## src/hdl/fsps_pkg.sv

```systemverilog
// ----------------------------------------------------------------------------
// fsps_pkg
// Shared types and constants for the four-sum two-pointer search core.
// ----------------------------------------------------------------------------
package fsps_pkg;

    localparam int MAX_ELEMS_DEF = 64;
    localparam int DATA_W        = 32;

    typedef enum logic [1:0] {
        MODE_CLEAR = 2'd0,
        MODE_LOAD  = 2'd1,
        MODE_FETCH = 2'd2,
        MODE_NONE  = 2'd3
    } mode_t;

    typedef struct packed {
        logic [1:0]               mode;
        logic signed [DATA_W-1:0] value;
    } in_item_t;

    typedef struct packed {
        logic signed [DATA_W-1:0] first_value;
        logic signed [DATA_W-1:0] second_value;
        logic signed [DATA_W-1:0] third_value;
        logic signed [DATA_W-1:0] fourth_value;
        logic                     status;
        logic                     overflow;
    } out_item_t;

    typedef enum logic [4:0] {
        S_IDLE,
        S_LD0,
        S_LD1,
        S_O0,
        S_O1,
        S_O2,
        S_J0,
        S_J1,
        S_J2,
        S_P0,
        S_P1,
        S_P2,
        S_P3,
        S_L0,
        S_L1,
        S_H0,
        S_H1,
        S_EMIT_HIT,
        S_EMIT_MISS
    } state_t;

    typedef enum logic [2:0] {
        RD_OI_PREV,
        RD_OI,
        RD_IJ_PREV,
        RD_IJ,
        RD_LO,
        RD_HI,
        RD_P_PREV
    } rd_sel_t;

    typedef struct packed {
        rd_sel_t rd_sel;
        logic    clear;
        logic    load_accept;
        logic    wr_en;
        logic    wr_shift;
        logic    inc_count;
        logic    start_search;
        logic    ld_prev;
        logic    ld_vi;
        logic    ld_vj;
        logic    ld_vlo;
        logic    ld_vhi;
        logic    oi_next;
        logic    ij_inc;
        logic    pair_start;
        logic    pair_end;
        logic    lo_inc;
        logic    lo_dec;
        logic    hi_dec;
        logic    set_done;
        logic    emit_hit;
        logic    emit_miss;
    } cmd_t;

    typedef struct packed {
        logic full;
        logic started;
        logic done;
        logic pair_active;
        logic oi_ge_n;
        logic oi_zero;
        logic ij_ge_n;
        logic ij_first;
        logic lo_lt_hi;
        logic p_zero;
        logic rd_eq_prev;
        logic rd_gt_value;
        logic rd_eq_vlo;
        logic rd_eq_vhi;
        logic sum_eq;
        logic sum_lt;
    } sts_t;

endpackage

```

## src/hdl/four_sum_two_pointer_search_core.sv

```systemverilog
// ----------------------------------------------------------------------------
// four_sum_two_pointer_search_core
// Sorted store with a resumable exact four-sum search, one quadruple per fetch.
// ----------------------------------------------------------------------------
// Items are handled one at a time; in_stall is high while an item is at work.
// Every read of the sorted store goes through its single registered read
// port. A clear, an unused mode or a load into a full store is handled in
// the idle state without raising in_stall. A load walks down from the top
// of the store, reading each entry and shifting it up while it is greater
// than the new value, then writes the value into the gap. A fetch steps the
// outer and inner indices past repeated values, runs the two-pointer scan,
// skips repeats of the matched pair, and delivers its beat once the previous
// beat has drained, so its duration follows the data. target_sum is written
// through cfg_we/cfg_data while idle; the core itself does not enforce this.
// ----------------------------------------------------------------------------
module four_sum_two_pointer_search_core
    import fsps_pkg::*;
#(
    parameter int MAX_ELEMS = MAX_ELEMS_DEF
) (
    input  logic                     clk,
    input  logic                     rst_n,
    input  logic                     in_valid,
    output logic                     in_stall,
    input  in_item_t                 in_data,
    output logic                     out_valid,
    input  logic                     out_stall,
    output out_item_t                out_data,
    input  logic                     cfg_we,
    input  logic signed [DATA_W-1:0] cfg_data
);

    cmd_t cmd;
    sts_t sts;

    fsps_ctrl u_ctrl (
        .clk       (clk),
        .rst_n     (rst_n),
        .in_valid  (in_valid),
        .in_stall  (in_stall),
        .in_mode   (in_data.mode),
        .out_valid (out_valid),
        .out_stall (out_stall),
        .sts       (sts),
        .cmd       (cmd)
    );

    fsps_dp #(
        .MAX_ELEMS (MAX_ELEMS)
    ) u_dp (
        .clk      (clk),
        .rst_n    (rst_n),
        .cfg_we   (cfg_we),
        .cfg_data (cfg_data),
        .in_value (in_data.value),
        .cmd      (cmd),
        .sts      (sts),
        .result   (out_data)
    );

endmodule

```

## src/hdl/fsps_ram.sv

```systemverilog
// ----------------------------------------------------------------------------
// fsps_ram
// Generic single-write, single-read RAM with registered read data.
// ----------------------------------------------------------------------------
module fsps_ram #(
    parameter int WIDTH = 32,
    parameter int DEPTH = 64
) (
    input  logic                     clk,
    input  logic                     we,
    input  logic [$clog2(DEPTH)-1:0] waddr,
    input  logic [WIDTH-1:0]         wdata,
    input  logic [$clog2(DEPTH)-1:0] raddr,
    output logic [WIDTH-1:0]         rdata
);

    logic [WIDTH-1:0] mem [DEPTH];

    always_ff @(posedge clk)
    begin
        if (we)
        begin
            mem[waddr] <= wdata;
        end
        rdata <= mem[raddr];
    end

endmodule

```

## src/hdl/fsps_ctrl.sv

```systemverilog
// ----------------------------------------------------------------------------
// fsps_ctrl
// Sequencer for insertion and the resumable four-sum search.
// ----------------------------------------------------------------------------
module fsps_ctrl
    import fsps_pkg::*;
(
    input  logic       clk,
    input  logic       rst_n,
    input  logic       in_valid,
    output logic       in_stall,
    input  logic [1:0] in_mode,
    output logic       out_valid,
    input  logic       out_stall,
    input  sts_t       sts,
    output cmd_t       cmd
);

    state_t state_reg, state_next;
    logic   out_valid_reg, out_valid_next;
    logic   slot_free;

    always_ff @(posedge clk or negedge rst_n)
    begin
        if (!rst_n)
        begin
            state_reg     <= S_IDLE;
            out_valid_reg <= 1'b0;
        end
        else
        begin
            state_reg     <= state_next;
            out_valid_reg <= out_valid_next;
        end
    end

    assign in_stall  = (state_reg != S_IDLE);
    assign out_valid = out_valid_reg;
    assign slot_free = !out_valid_reg || !out_stall;

    always_comb
    begin
        state_next     = state_reg;
        out_valid_next = out_valid_reg && out_stall;
        cmd            = '0;
        cmd.rd_sel     = RD_OI;
        unique case (state_reg)
            S_IDLE:
            begin
                if (in_valid)
                begin
                    unique case (in_mode)
                        MODE_CLEAR: cmd.clear = 1'b1;
                        MODE_LOAD:
                        begin
                            cmd.load_accept = 1'b1;
                            if (!sts.full)
                            begin
                                state_next = S_LD0;
                            end
                        end
                        MODE_FETCH:
                        begin
                            if (sts.done)
                            begin
                                state_next = S_EMIT_MISS;
                            end
                            else if (!sts.started)
                            begin
                                cmd.start_search = 1'b1;
                                state_next       = S_O0;
                            end
                            else
                            begin
                                state_next = sts.pair_active ? S_P0 : S_O0;
                            end
                        end
                        default: ;
                    endcase
                end
            end
            S_LD0:
            begin
                if (sts.p_zero)
                begin
                    cmd.wr_en     = 1'b1;
                    cmd.inc_count = 1'b1;
                    state_next    = S_IDLE;
                end
                else
                begin
                    cmd.rd_sel = RD_P_PREV;
                    state_next = S_LD1;
                end
            end
            S_LD1:
            begin
                cmd.wr_en = 1'b1;
                if (sts.rd_gt_value)
                begin
                    cmd.wr_shift = 1'b1;
                    cmd.lo_dec   = 1'b1;
                    state_next   = S_LD0;
                end
                else
                begin
                    cmd.inc_count = 1'b1;
                    state_next    = S_IDLE;
                end
            end
            S_O0:
            begin
                if (sts.oi_ge_n)
                begin
                    cmd.set_done = 1'b1;
                    state_next   = S_EMIT_MISS;
                end
                else if (!sts.oi_zero)
                begin
                    cmd.rd_sel = RD_OI_PREV;
                    state_next = S_O1;
                end
                else
                begin
                    cmd.rd_sel = RD_OI;
                    state_next = S_O2;
                end
            end
            S_O1:
            begin
                cmd.ld_prev = 1'b1;
                cmd.rd_sel  = RD_OI;
                state_next  = S_O2;
            end
            S_O2:
            begin
                cmd.ld_vi = 1'b1;
                if (!sts.oi_zero && sts.rd_eq_prev)
                begin
                    cmd.oi_next = 1'b1;
                    state_next  = S_O0;
                end
                else
                begin
                    state_next = S_J0;
                end
            end
            S_J0:
            begin
                if (sts.ij_ge_n)
                begin
                    cmd.oi_next = 1'b1;
                    state_next  = S_O0;
                end
                else if (!sts.ij_first)
                begin
                    cmd.rd_sel = RD_IJ_PREV;
                    state_next = S_J1;
                end
                else
                begin
                    cmd.rd_sel = RD_IJ;
                    state_next = S_J2;
                end
            end
            S_J1:
            begin
                cmd.ld_prev = 1'b1;
                cmd.rd_sel  = RD_IJ;
                state_next  = S_J2;
            end
            S_J2:
            begin
                cmd.ld_vj = 1'b1;
                if (!sts.ij_first && sts.rd_eq_prev)
                begin
                    cmd.ij_inc = 1'b1;
                    state_next = S_J0;
                end
                else
                begin
                    cmd.pair_start = 1'b1;
                    state_next     = S_P0;
                end
            end
            S_P0:
            begin
                if (sts.lo_lt_hi)
                begin
                    cmd.rd_sel = RD_LO;
                    state_next = S_P1;
                end
                else
                begin
                    cmd.pair_end = 1'b1;
                    state_next   = S_O0;
                end
            end
            S_P1:
            begin
                cmd.ld_vlo = 1'b1;
                cmd.rd_sel = RD_HI;
                state_next = S_P2;
            end
            S_P2:
            begin
                cmd.ld_vhi = 1'b1;
                state_next = S_P3;
            end
            S_P3:
            begin
                if (sts.sum_eq)
                begin
                    cmd.lo_inc = 1'b1;
                    cmd.hi_dec = 1'b1;
                    state_next = S_L0;
                end
                else if (sts.sum_lt)
                begin
                    cmd.lo_inc = 1'b1;
                    state_next = S_P0;
                end
                else
                begin
                    cmd.hi_dec = 1'b1;
                    state_next = S_P0;
                end
            end
            // skip repeats of the matched low value, then of the high value
            S_L0:
            begin
                if (sts.lo_lt_hi)
                begin
                    cmd.rd_sel = RD_LO;
                    state_next = S_L1;
                end
                else
                begin
                    state_next = S_H0;
                end
            end
            S_L1:
            begin
                if (sts.rd_eq_vlo)
                begin
                    cmd.lo_inc = 1'b1;
                    state_next = S_L0;
                end
                else
                begin
                    state_next = S_H0;
                end
            end
            S_H0:
            begin
                if (sts.lo_lt_hi)
                begin
                    cmd.rd_sel = RD_HI;
                    state_next = S_H1;
                end
                else
                begin
                    state_next = S_EMIT_HIT;
                end
            end
            S_H1:
            begin
                if (sts.rd_eq_vhi)
                begin
                    cmd.hi_dec = 1'b1;
                    state_next = S_H0;
                end
                else
                begin
                    state_next = S_EMIT_HIT;
                end
            end
            S_EMIT_HIT:
            begin
                if (slot_free)
                begin
                    cmd.emit_hit   = 1'b1;
                    out_valid_next = 1'b1;
                    state_next     = S_IDLE;
                end
            end
            S_EMIT_MISS:
            begin
                if (slot_free)
                begin
                    cmd.emit_miss  = 1'b1;
                    out_valid_next = 1'b1;
                    state_next     = S_IDLE;
                end
            end
            default: state_next = S_IDLE;
        endcase
    end

endmodule

```

## src/hdl/fsps_dp.sv

```systemverilog
// ----------------------------------------------------------------------------
// fsps_dp
// Datapath: sorted store, search indices, cached values, sum compare, result.
// ----------------------------------------------------------------------------
module fsps_dp
    import fsps_pkg::*;
#(
    parameter int MAX_ELEMS = MAX_ELEMS_DEF
) (
    input  logic                     clk,
    input  logic                     rst_n,
    input  logic                     cfg_we,
    input  logic signed [DATA_W-1:0] cfg_data,
    input  logic signed [DATA_W-1:0] in_value,
    input  cmd_t                     cmd,
    output sts_t                     sts,
    output out_item_t                result
);

    localparam int AW = $clog2(MAX_ELEMS);
    localparam int IW = $clog2(MAX_ELEMS + 2);

    logic [IW-1:0] count_reg, oi_reg, ij_reg, lo_reg, hi_reg;
    logic signed [DATA_W-1:0] target_reg, value_reg;
    logic signed [DATA_W-1:0] vprev_reg, vi_reg, vj_reg, vlo_reg, vhi_reg;
    logic signed [DATA_W:0]   pair_sum_reg, lh_sum_reg;
    logic started_reg, done_reg, pair_reg, ovf_reg;
    out_item_t result_reg;

    logic [IW-1:0]            raddr;
    logic [DATA_W-1:0]        rdata;
    logic signed [DATA_W-1:0] rd_s;
    logic signed [DATA_W+1:0] sum_full, tgt_full;

    always_comb
    begin
        case (cmd.rd_sel)
            RD_OI_PREV: raddr = oi_reg - 1'b1;
            RD_OI:      raddr = oi_reg;
            RD_IJ_PREV: raddr = ij_reg - 1'b1;
            RD_IJ:      raddr = ij_reg;
            RD_LO:      raddr = lo_reg;
            RD_HI:      raddr = hi_reg;
            RD_P_PREV:  raddr = lo_reg - 1'b1;
            default:    raddr = oi_reg;
        endcase
    end

    fsps_ram #(
        .WIDTH (DATA_W),
        .DEPTH (MAX_ELEMS)
    ) u_store (
        .clk   (clk),
        .we    (cmd.wr_en),
        .waddr (lo_reg[AW-1:0]),
        .wdata (cmd.wr_shift ? rdata : value_reg),
        .raddr (raddr[AW-1:0]),
        .rdata (rdata)
    );

    assign rd_s     = $signed(rdata);
    assign sum_full = (DATA_W+2)'(pair_sum_reg) + (DATA_W+2)'(lh_sum_reg);
    assign tgt_full = (DATA_W+2)'(target_reg);

    always_comb
    begin
        sts.full        = (count_reg == IW'(MAX_ELEMS));
        sts.started     = started_reg;
        sts.done        = done_reg;
        sts.pair_active = pair_reg;
        sts.oi_ge_n     = (oi_reg >= count_reg);
        sts.oi_zero     = (oi_reg == '0);
        sts.ij_ge_n     = (ij_reg >= count_reg);
        sts.ij_first    = (ij_reg == oi_reg + 1'b1);
        sts.lo_lt_hi    = (lo_reg < hi_reg);
        sts.p_zero      = (lo_reg == '0);
        sts.rd_eq_prev  = (rd_s == vprev_reg);
        sts.rd_gt_value = (rd_s > value_reg);
        sts.rd_eq_vlo   = (rd_s == vlo_reg);
        sts.rd_eq_vhi   = (rd_s == vhi_reg);
        sts.sum_eq      = (sum_full == tgt_full);
        sts.sum_lt      = (sum_full < tgt_full);
    end

    always_ff @(posedge clk or negedge rst_n)
    begin
        if (!rst_n)
        begin
            count_reg   <= '0;
            oi_reg      <= '0;
            ij_reg      <= '0;
            lo_reg      <= '0;
            hi_reg      <= '0;
            target_reg  <= '0;
            started_reg <= 1'b0;
            done_reg    <= 1'b0;
            pair_reg    <= 1'b0;
            ovf_reg     <= 1'b0;
        end
        else
        begin
            if (cfg_we)
            begin
                target_reg <= cfg_data;
            end
            if (cmd.clear || cmd.load_accept)
            begin
                started_reg <= 1'b0;
                done_reg    <= 1'b0;
                pair_reg    <= 1'b0;
            end
            if (cmd.clear)
            begin
                count_reg <= '0;
            end
            if (cmd.load_accept)
            begin
                lo_reg <= count_reg;
                if (sts.full)
                begin
                    ovf_reg <= 1'b1;
                end
            end
            if (cmd.inc_count)
            begin
                count_reg <= count_reg + 1'b1;
            end
            if (cmd.start_search)
            begin
                oi_reg      <= '0;
                ij_reg      <= IW'(1);
                started_reg <= 1'b1;
            end
            if (cmd.oi_next)
            begin
                oi_reg <= oi_reg + 1'b1;
                ij_reg <= oi_reg + IW'(2);
            end
            if (cmd.ij_inc)
            begin
                ij_reg <= ij_reg + 1'b1;
            end
            if (cmd.pair_start)
            begin
                lo_reg   <= ij_reg + 1'b1;
                hi_reg   <= count_reg - 1'b1;
                pair_reg <= 1'b1;
            end
            if (cmd.pair_end)
            begin
                pair_reg <= 1'b0;
                ij_reg   <= ij_reg + 1'b1;
            end
            if (cmd.lo_inc)
            begin
                lo_reg <= lo_reg + 1'b1;
            end
            if (cmd.lo_dec)
            begin
                lo_reg <= lo_reg - 1'b1;
            end
            if (cmd.hi_dec)
            begin
                hi_reg <= hi_reg - 1'b1;
            end
            if (cmd.set_done)
            begin
                done_reg <= 1'b1;
            end
        end
    end

    always_ff @(posedge clk)
    begin
        if (cmd.load_accept)
        begin
            value_reg <= in_value;
        end
        if (cmd.ld_prev)
        begin
            vprev_reg <= rd_s;
        end
        if (cmd.ld_vi)
        begin
            vi_reg <= rd_s;
        end
        if (cmd.ld_vj)
        begin
            vj_reg       <= rd_s;
            pair_sum_reg <= (DATA_W+1)'(vi_reg) + (DATA_W+1)'(rd_s);
        end
        if (cmd.ld_vlo)
        begin
            vlo_reg <= rd_s;
        end
        if (cmd.ld_vhi)
        begin
            vhi_reg    <= rd_s;
            lh_sum_reg <= (DATA_W+1)'(vlo_reg) + (DATA_W+1)'(rd_s);
        end
        if (cmd.emit_hit)
        begin
            result_reg.first_value  <= vi_reg;
            result_reg.second_value <= vj_reg;
            result_reg.third_value  <= vlo_reg;
            result_reg.fourth_value <= vhi_reg;
            result_reg.status       <= 1'b0;
            result_reg.overflow     <= ovf_reg;
        end
        if (cmd.emit_miss)
        begin
            result_reg.first_value  <= '0;
            result_reg.second_value <= '0;
            result_reg.third_value  <= '0;
            result_reg.fourth_value <= '0;
            result_reg.status       <= 1'b1;
            result_reg.overflow     <= ovf_reg;
        end
    end

    assign result = result_reg;

endmodule

```

## config.mk

```make
export PLATFORM = sky130hd
export DESIGN_NAME = four_sum_two_pointer_search_core
export DESIGN_NICKNAME = d
export VERILOG_FILES = /design/src/hdl/fsps_pkg.sv /design/src/hdl/four_sum_two_pointer_search_core.sv /design/src/hdl/fsps_ram.sv /design/src/hdl/fsps_ctrl.sv /design/src/hdl/fsps_dp.sv
export SDC_FILE = /design/constraint.sdc
export NUM_CORES = 2
export LEC_CHECK = 0
export BUFFER_PORTS_ARGS = -buffer_cell sky130_fd_sc_hd__clkbuf_2
export CAP_MARGIN = 20
export CORE_UTILIZATION = 45
export CTS_CLUSTER_SIZE = 10
export DETAILED_ROUTE_END_ITERATION = 12
export MAX_ROUTING_LAYER = met4
export SKIP_LAST_GASP = 1
export SLEW_MARGIN = 20
export SYNTH_ARGS = -nofsm -noshare
export SYNTH_HDL_FRONTEND = slang
export SYNTH_SLANG_ARGS = --single-unit
```

## constraint.sdc

```tcl
create_clock -name clk -period 20.9 [get_ports clk]
set_clock_uncertainty 0.2 [all_clocks]
set_input_delay 1.045 -clock clk [delete_from_list [all_inputs] [get_ports clk]]
set_output_delay 1.045 -clock clk [all_outputs]
set_load 0.01 [all_outputs]
```

-- After elaboration in Yosys (flattened, before gate mapping)
Memories as Yosys holds them, arrays and structs flattened. A register that Yosys moved wholly into a read port is not among the register bits.
Index checks and enable logic that the tools add are counted.
- bits in writable memories: 2048
- output and inout bits: 132
- word-level logic and storage cells: 207
- input bits: 71
- bits in registers: 465
- memories kept: 1
- memory list (name ; depth ; width ; rd ports ; clocked after Yosys merged registers in ; wr ports ; RTL line ; source):
    u_dp.u_store.mem ; 64 ; 32 ; 1 ; 1 ; 1 ; fsps_ram.sv:17 ; logic [WIDTH-1:0] mem [DEPTH];
- reduce and logical (&&, ||, !) cells: 29
- multiplexer cells: 98
- order comparisons: 5
- equal/unequal tests: 35
- $add $sub $neg: 13
- operator list (operator ; number):
    2-to-1 mux 7 bit ; 14
    == test 32 bit ; 3
    case mux 5 bit (18 select lines) ; 1
    adder 32 x 32 -> 33 bit ; 2
    2-to-1 mux 1 bit ; 50
    == test 5 x 4 -> 1 bit, second input constant ; 8
    2-to-1 mux 5 bit ; 8
    case mux 6 bit (6 select lines) ; 1
    adder 33 x 33 -> 34 bit ; 1
    == test 34 x 32 -> 1 bit ; 1
    less-than comparator 34 x 32 -> 1 bit ; 1
    greater-than comparator 32 bit ; 1
    2-to-1 mux 32 bit ; 1
    adder 7 x 1 -> 7 bit, second input constant ; 4
    2-to-1 mux 3 bit ; 7
    case mux 3 bit (7 select lines) ; 1
    subtractor 7 x 1 -> 7 bit, second input constant ; 3
    == test 5 x 3 -> 1 bit, second input constant ; 4
    2-to-1 mux 4 bit ; 4
    == test 5 bit, second input constant ; 3
    >= comparator 7 bit ; 2
    logical NOT 7 bit ; 2
    nonzero test 2 bit ; 6
    subtractor 6 x 1 -> 6 bit, second input constant ; 2
    28 further kinds ; 50

-- Logic depth before layout (Yosys ltp)
- word-level depth: 9
- depth in mapped cells: 32

-- Modules after synthesis
From an unflattened synthesis, not the netlist that was laid out.
- cells, all modules: 6074
- area total of the unflattened synthesis: 105095.8 µm²
- modules (own cells, without submodules) (module ; seq. area each (µm²) ; cells an instance ; times used ; area each (µm²)):
    fsps_ram ; 62139.6 ; 3503 ; 1 ; 78724.3
    fsps_dp ; 12136.6 ; 2403 ; 1 ; 25269.2
    fsps_ctrl ; 150.1 ; 168 ; 1 ; 1102.3

-- Least setup slack after synthesis
No wires, ideal clock.
- path type: register -> register
- from: reg u_ctrl.state_reg[0]
- to: reg u_dp.lo_reg[1]
- path slack: 11.458 ns
- library setup time: 0.133 ns
- cell stages (with the launch flop): 12
- path buffers: 3
- data arrival time: 9.110 ns
- period minus slack after synthesis: 9.442 ns
- cells stage by stage: dfrtp_1 -> buf_4 -> clkbuf_1 -> nor4_1 -> nand2_1 -> inv_1 -> clkbuf_1 -> o21ai_0 -> mux2i_1 -> mux2i_1 -> nand2_1 -> o21ai_0
- longest elaborated chain between the ends: 5
- ends and longest elaborated chain (what ; RTL line ; source):
    from (decl) ; fsps_ctrl.sv:19 ; state_t state_reg, state_next;
    from (signal assigned) ; fsps_ctrl.sv:32 ; state_reg <= state_next;
    == test 5 x 4 -> 1 bit ; fsps_ctrl.sv:47 ; unique case (state_reg)
    2-to-1 mux 2 bit ; fsps_ctrl.sv:47 ;
    2-to-1 mux 7 bit ; fsps_dp.sv:143 ; if (cmd.pair_start)
    2-to-1 mux 7 bit ; fsps_dp.sv:154 ; if (cmd.lo_inc)
    2-to-1 mux 7 bit ; fsps_dp.sv:158 ; if (cmd.lo_dec)
    to (signal assigned) ; fsps_dp.sv:145 ; lo_reg <= ij_reg + 1'b1;
    to (signal assigned) ; fsps_dp.sv:156 ; lo_reg <= lo_reg + 1'b1;
    to (signal assigned) ; fsps_dp.sv:160 ; lo_reg <= lo_reg - 1'b1;
    to (decl) ; fsps_dp.sv:23 ; logic [IW-1:0] count_reg, oi_reg, ij_reg, lo_reg, hi_reg;
Parallel ways exist; a longest one is shown, timed or not.
A chain may end at the register's enable or synchronous reset.

-- Worst setup path after layout
- from: reg u_dp.oi_reg[0]
- to: reg u_dp.u_store.rdata[19], read port of u_dp.u_store.mem
- longest elaborated chain between the ends: 7
- ends and longest elaborated chain (what ; RTL line ; source):
    from (decl) ; fsps_dp.sv:23 ;
    from (signal assigned) ; fsps_dp.sv:136 ; oi_reg <= oi_reg + 1'b1;
    adder 7 x 1 -> 7 bit ; fsps_dp.sv:74 ; sts.ij_first = (ij_reg == oi_reg + 1'b1);
    == test 7 bit ; fsps_dp.sv:74 ;
    2-to-1 mux 1 bit ; fsps_ctrl.sv:155 ; else if (!sts.ij_first)
    2-to-1 mux 3 bit ; fsps_ctrl.sv:150 ; if (sts.ij_ge_n)
    case mux 3 bit (7 select lines) ; fsps_ctrl.sv:47 ;
    == test 3 bit, or another cell as far along ; fsps_dp.sv:37 ; case (cmd.rd_sel)
    case mux 6 bit (6 select lines) * ; fsps_dp.sv:37 ;
    to (decl) ; fsps_ram.sv:14 ; output logic [WIDTH-1:0] rdata
Mark *: on every way between the ends. The rest lies on a longest branch, timed or not.

==> results.json <==
{
  "status": "completed",
  "cts_tree": "done",
  "hold_path_class": "input pin to register",
  "synth_compound_area_frac": 0.1052,
  "ff2ff_path_depth": 23,
  "layout_common_cells": "edfxtp_1, nand2_1, a21oi_1",
  "overflow": 0,
  "boundaryPins": 203,
  "worst_slew_margin_rel": 0.2488,
  "cp-end-kind": "register",
  "synth_top_family_by_area": "simple AND/OR/NAND/NOR gates",
  "gp_congestion": 0.9194,
  "muxShareOfSynthArea": 0.01659,
  "r2r_start": "u_dp.oi_reg[0]",
  "fin_crit_ns": 8.992,
  "drc": 0,
  "largest_reg_flops": 2048,
  "worst-slew-pin-transition_ns": 1.123,
  "synthesis.nets": 8419,
  "via_per_inst": 6.163,
  "drv_slew": 0,
  "gr-usage-all-layers": 0.2845,
  "vias": 72070,
  "first_pass_iters": 6,
  "synthAdderAreaFrac": 0.02328,
  "antenna_found_initial": 21,
  "post_drt_wl_per_cell_um": 28.81,
  "synth_xor_area_frac": 0.01443,
  "dieHeight_um": 489.3,
  "clk_pin_slew_ns": 0.05,
  "port_buffers": 202,
  "numCtsBuffers": 312,
  "seq_area_frac_synth": 0.6965,
  "postRouteAntennaNets": 0,
  "synth-simple-area-share": 0.1165,
  "cts_max_path_buffers": 4,
  "wl_um": 336900,
  "cts_setup_buffers": 0,
  "max_clock_freq_mhz": 111.2,
  "synth_edf_count": 2307,
  "cp_data_arrival_time_ns": 9.65,
  "h-tree-depth": 5,
  "layout_commonest_cell": "edfxtp_1",
  "drv_cap": 0,
  "synthDistinctLibCells": 95,
  "coreArea_um2": 235600,
  "drt_iter0_drc": 8942,
  "critical_path_required_ns": 21.56,
  "crit_type": "register to register",
  "fin_crit_sh": 0.4302,
  "regToRegSetupSlack_ns": 11.91,
  "die_w_um": 489.3,
  "yosys_warnings": 0,
  "cts.sinks": 2545,
  "async_flop_share": 0.03026,
  "rows": 178,
  "finalSetupViolations": 0,
  "nets": 8627,
  "dpl.hpwl_um": 191500,
  "netlist_instances": 8151,
  "ys_ff_latch": 2545,
  "insertion_delay_ns": 0.96,
  "crit_path_end": "u_dp.u_store.rdata[19]",
  "reg2reg_to": "u_dp.u_store.rdata[19]",
  "fin_tns_setup_ns": 0,
  "synth.cell_area_um2": 106900,
  "avgSynthCellArea_um2": 13.11,
  "cp-startpoint": "u_dp.oi_reg[0]",
  "crit_path_start_kind": "register",
  "synth-main-ff-cell": "edfxtp_1",
  "start_util": 0.4535,
  "syn_to_final_growth_pct": 12.77,
  "grt_pass1_vias": 67410,
  "rsz0062_at_grt": "no",
  "cts-root-buf": "clkbuf_16",
  "timing.hold.ws_ns": 0.1147,
  "grt_max_degree": 182,
  "dieArea_um2": 239400,
  "worstPathMaxFanout": 69,
  "drive_above_1_share": 0.1080,
  "grt_pass1_wl_um": 478900,
  "finalHoldViolCount": 0
}
==> cell usage after synthesis, types with 131 or more instances <==
master,count,area (µm²)
edfxtp_1,2307,69280
nand2_1,1568,5886
a21oi_1,433,2167
and3_1,361,2258
a211oi_1,332,2492
nand3_1,263,1316
clkbuf_1,258,968.4
nor2_1,205,769.5
a31oi_1,196,1226
ha_1,194,2427
buf_2,173,865.8
dfxtp_1,161,3223
o21ai_0,157,785.8
a311oi_1,151,1323
mux2i_1,131,1311
==> stage by stage <==
step / std cells / util / cell area [µm²] / worst slack, ns
3_3_place_gp: 11190 / 0.4741 / 111700 / 12.08
2_1_floorplan: 8151 / - / 106900 / 11.46
3_5_place_dp: 11190 / 0.4742 / 111700 / 12.11
5_1_grt: 11690 / 0.5114 / 120500 / 11.33
6_report: 11700 / 0.5114 / 120500 / 11.91
4_1_cts: 11690 / 0.5112 / 120500 / 12.06
==> area by class of cell <==
| cell class | instances | area, µm² |
|---|---|---|
| tap | 3150 | 3941 |
| sequential | 2545 | 74430 |
| clock buffer | 466 | 8498 |
| antenna | 7 | 17.52 |
| clock inverter | 27 | 203.9 |
| timing repair buffer | 415 | 2715 |
| inverter | 131 | 491.7 |
| multi-input combinational | 4954 | 30210 |
| fill | 19930 | 115100 |
==> kinds of logic (layout without fill, tap and decap cells) <==
logic type,after synthesis,count (layout)
xor gates and xnor gates,176,176
muxes,170,170
DFF,2545,2545
adders and majority gates,197,197
and+or+nand+nor,2744,2744
other,0,7
AOI/OAI and AO/OA,1667,1667
buffers and inverters,652,1039
==> worst min-delay path by stage <==
stage	from	end	slack, ns	depth (start not counted)
2_1_floorplan	u_dp.ovf_reg	u_dp.result[0]	0.23	0
3_3_place_gp	u_dp.result[1]	u_dp.result[1]	0.24	1
3_5_place_dp	u_dp.ovf_reg	u_dp.result[0]	0.24	0
4_1_cts	cfg_data[23]	u_dp.target_reg[23]	0.07	3
5_1_grt	cfg_data[0]	u_dp.target_reg[0]	0.10	2
6_report	cfg_data[3]	u_dp.target_reg[3]	0.11	3
==> routing by layer <==
metal | vias up | wire length [µm] | global-route usage | part of all wire
met5 | - | 0 | - | 0
met2 | 3903 | 152600 | 0.4273 | 0.45
li1 | 31270 | - | - | -
met1 | 36240 | 138100 | 0.3873 | 0.41
met4 | 0 | 11100 | 0.09112 | 0.033
met3 | 663 | 35080 | 0.05829 | 0.10
==> critical path: stages (launching register included) <==
cell and delay, ns:
dfrtp_1 0.69, inv_1 0.17, ha_1 0.32, nand2b_1 0.14, a2111oi_0 0.39, nor3_1 0.14, o22a_1 0.20, a31oi_1 0.56
nand3_1 0.31, a21boi_0 0.28, ha_1 0.26, nor3_1 0.23, a31oi_1 0.24, a2bb2oi_4 0.20, buf_4 0.58, buf_4 0.63
buf_4 0.58, buf_4 0.80, buf_4 0.73, a211oi_1 0.09, a31oi_1 0.18, a21oi_1 0.09, a22oi_1 0.49, and4_1 0.25
==> repair_timing <==
item,in CTS,in global routing
resized for setup,0,0
hold buffers,1,0
endpoints found under the hold margin,20,0
Power is left out: the tool's default activity adds up to more than one toggle a clock period on the data nets, which glitch-free logic cannot reach.
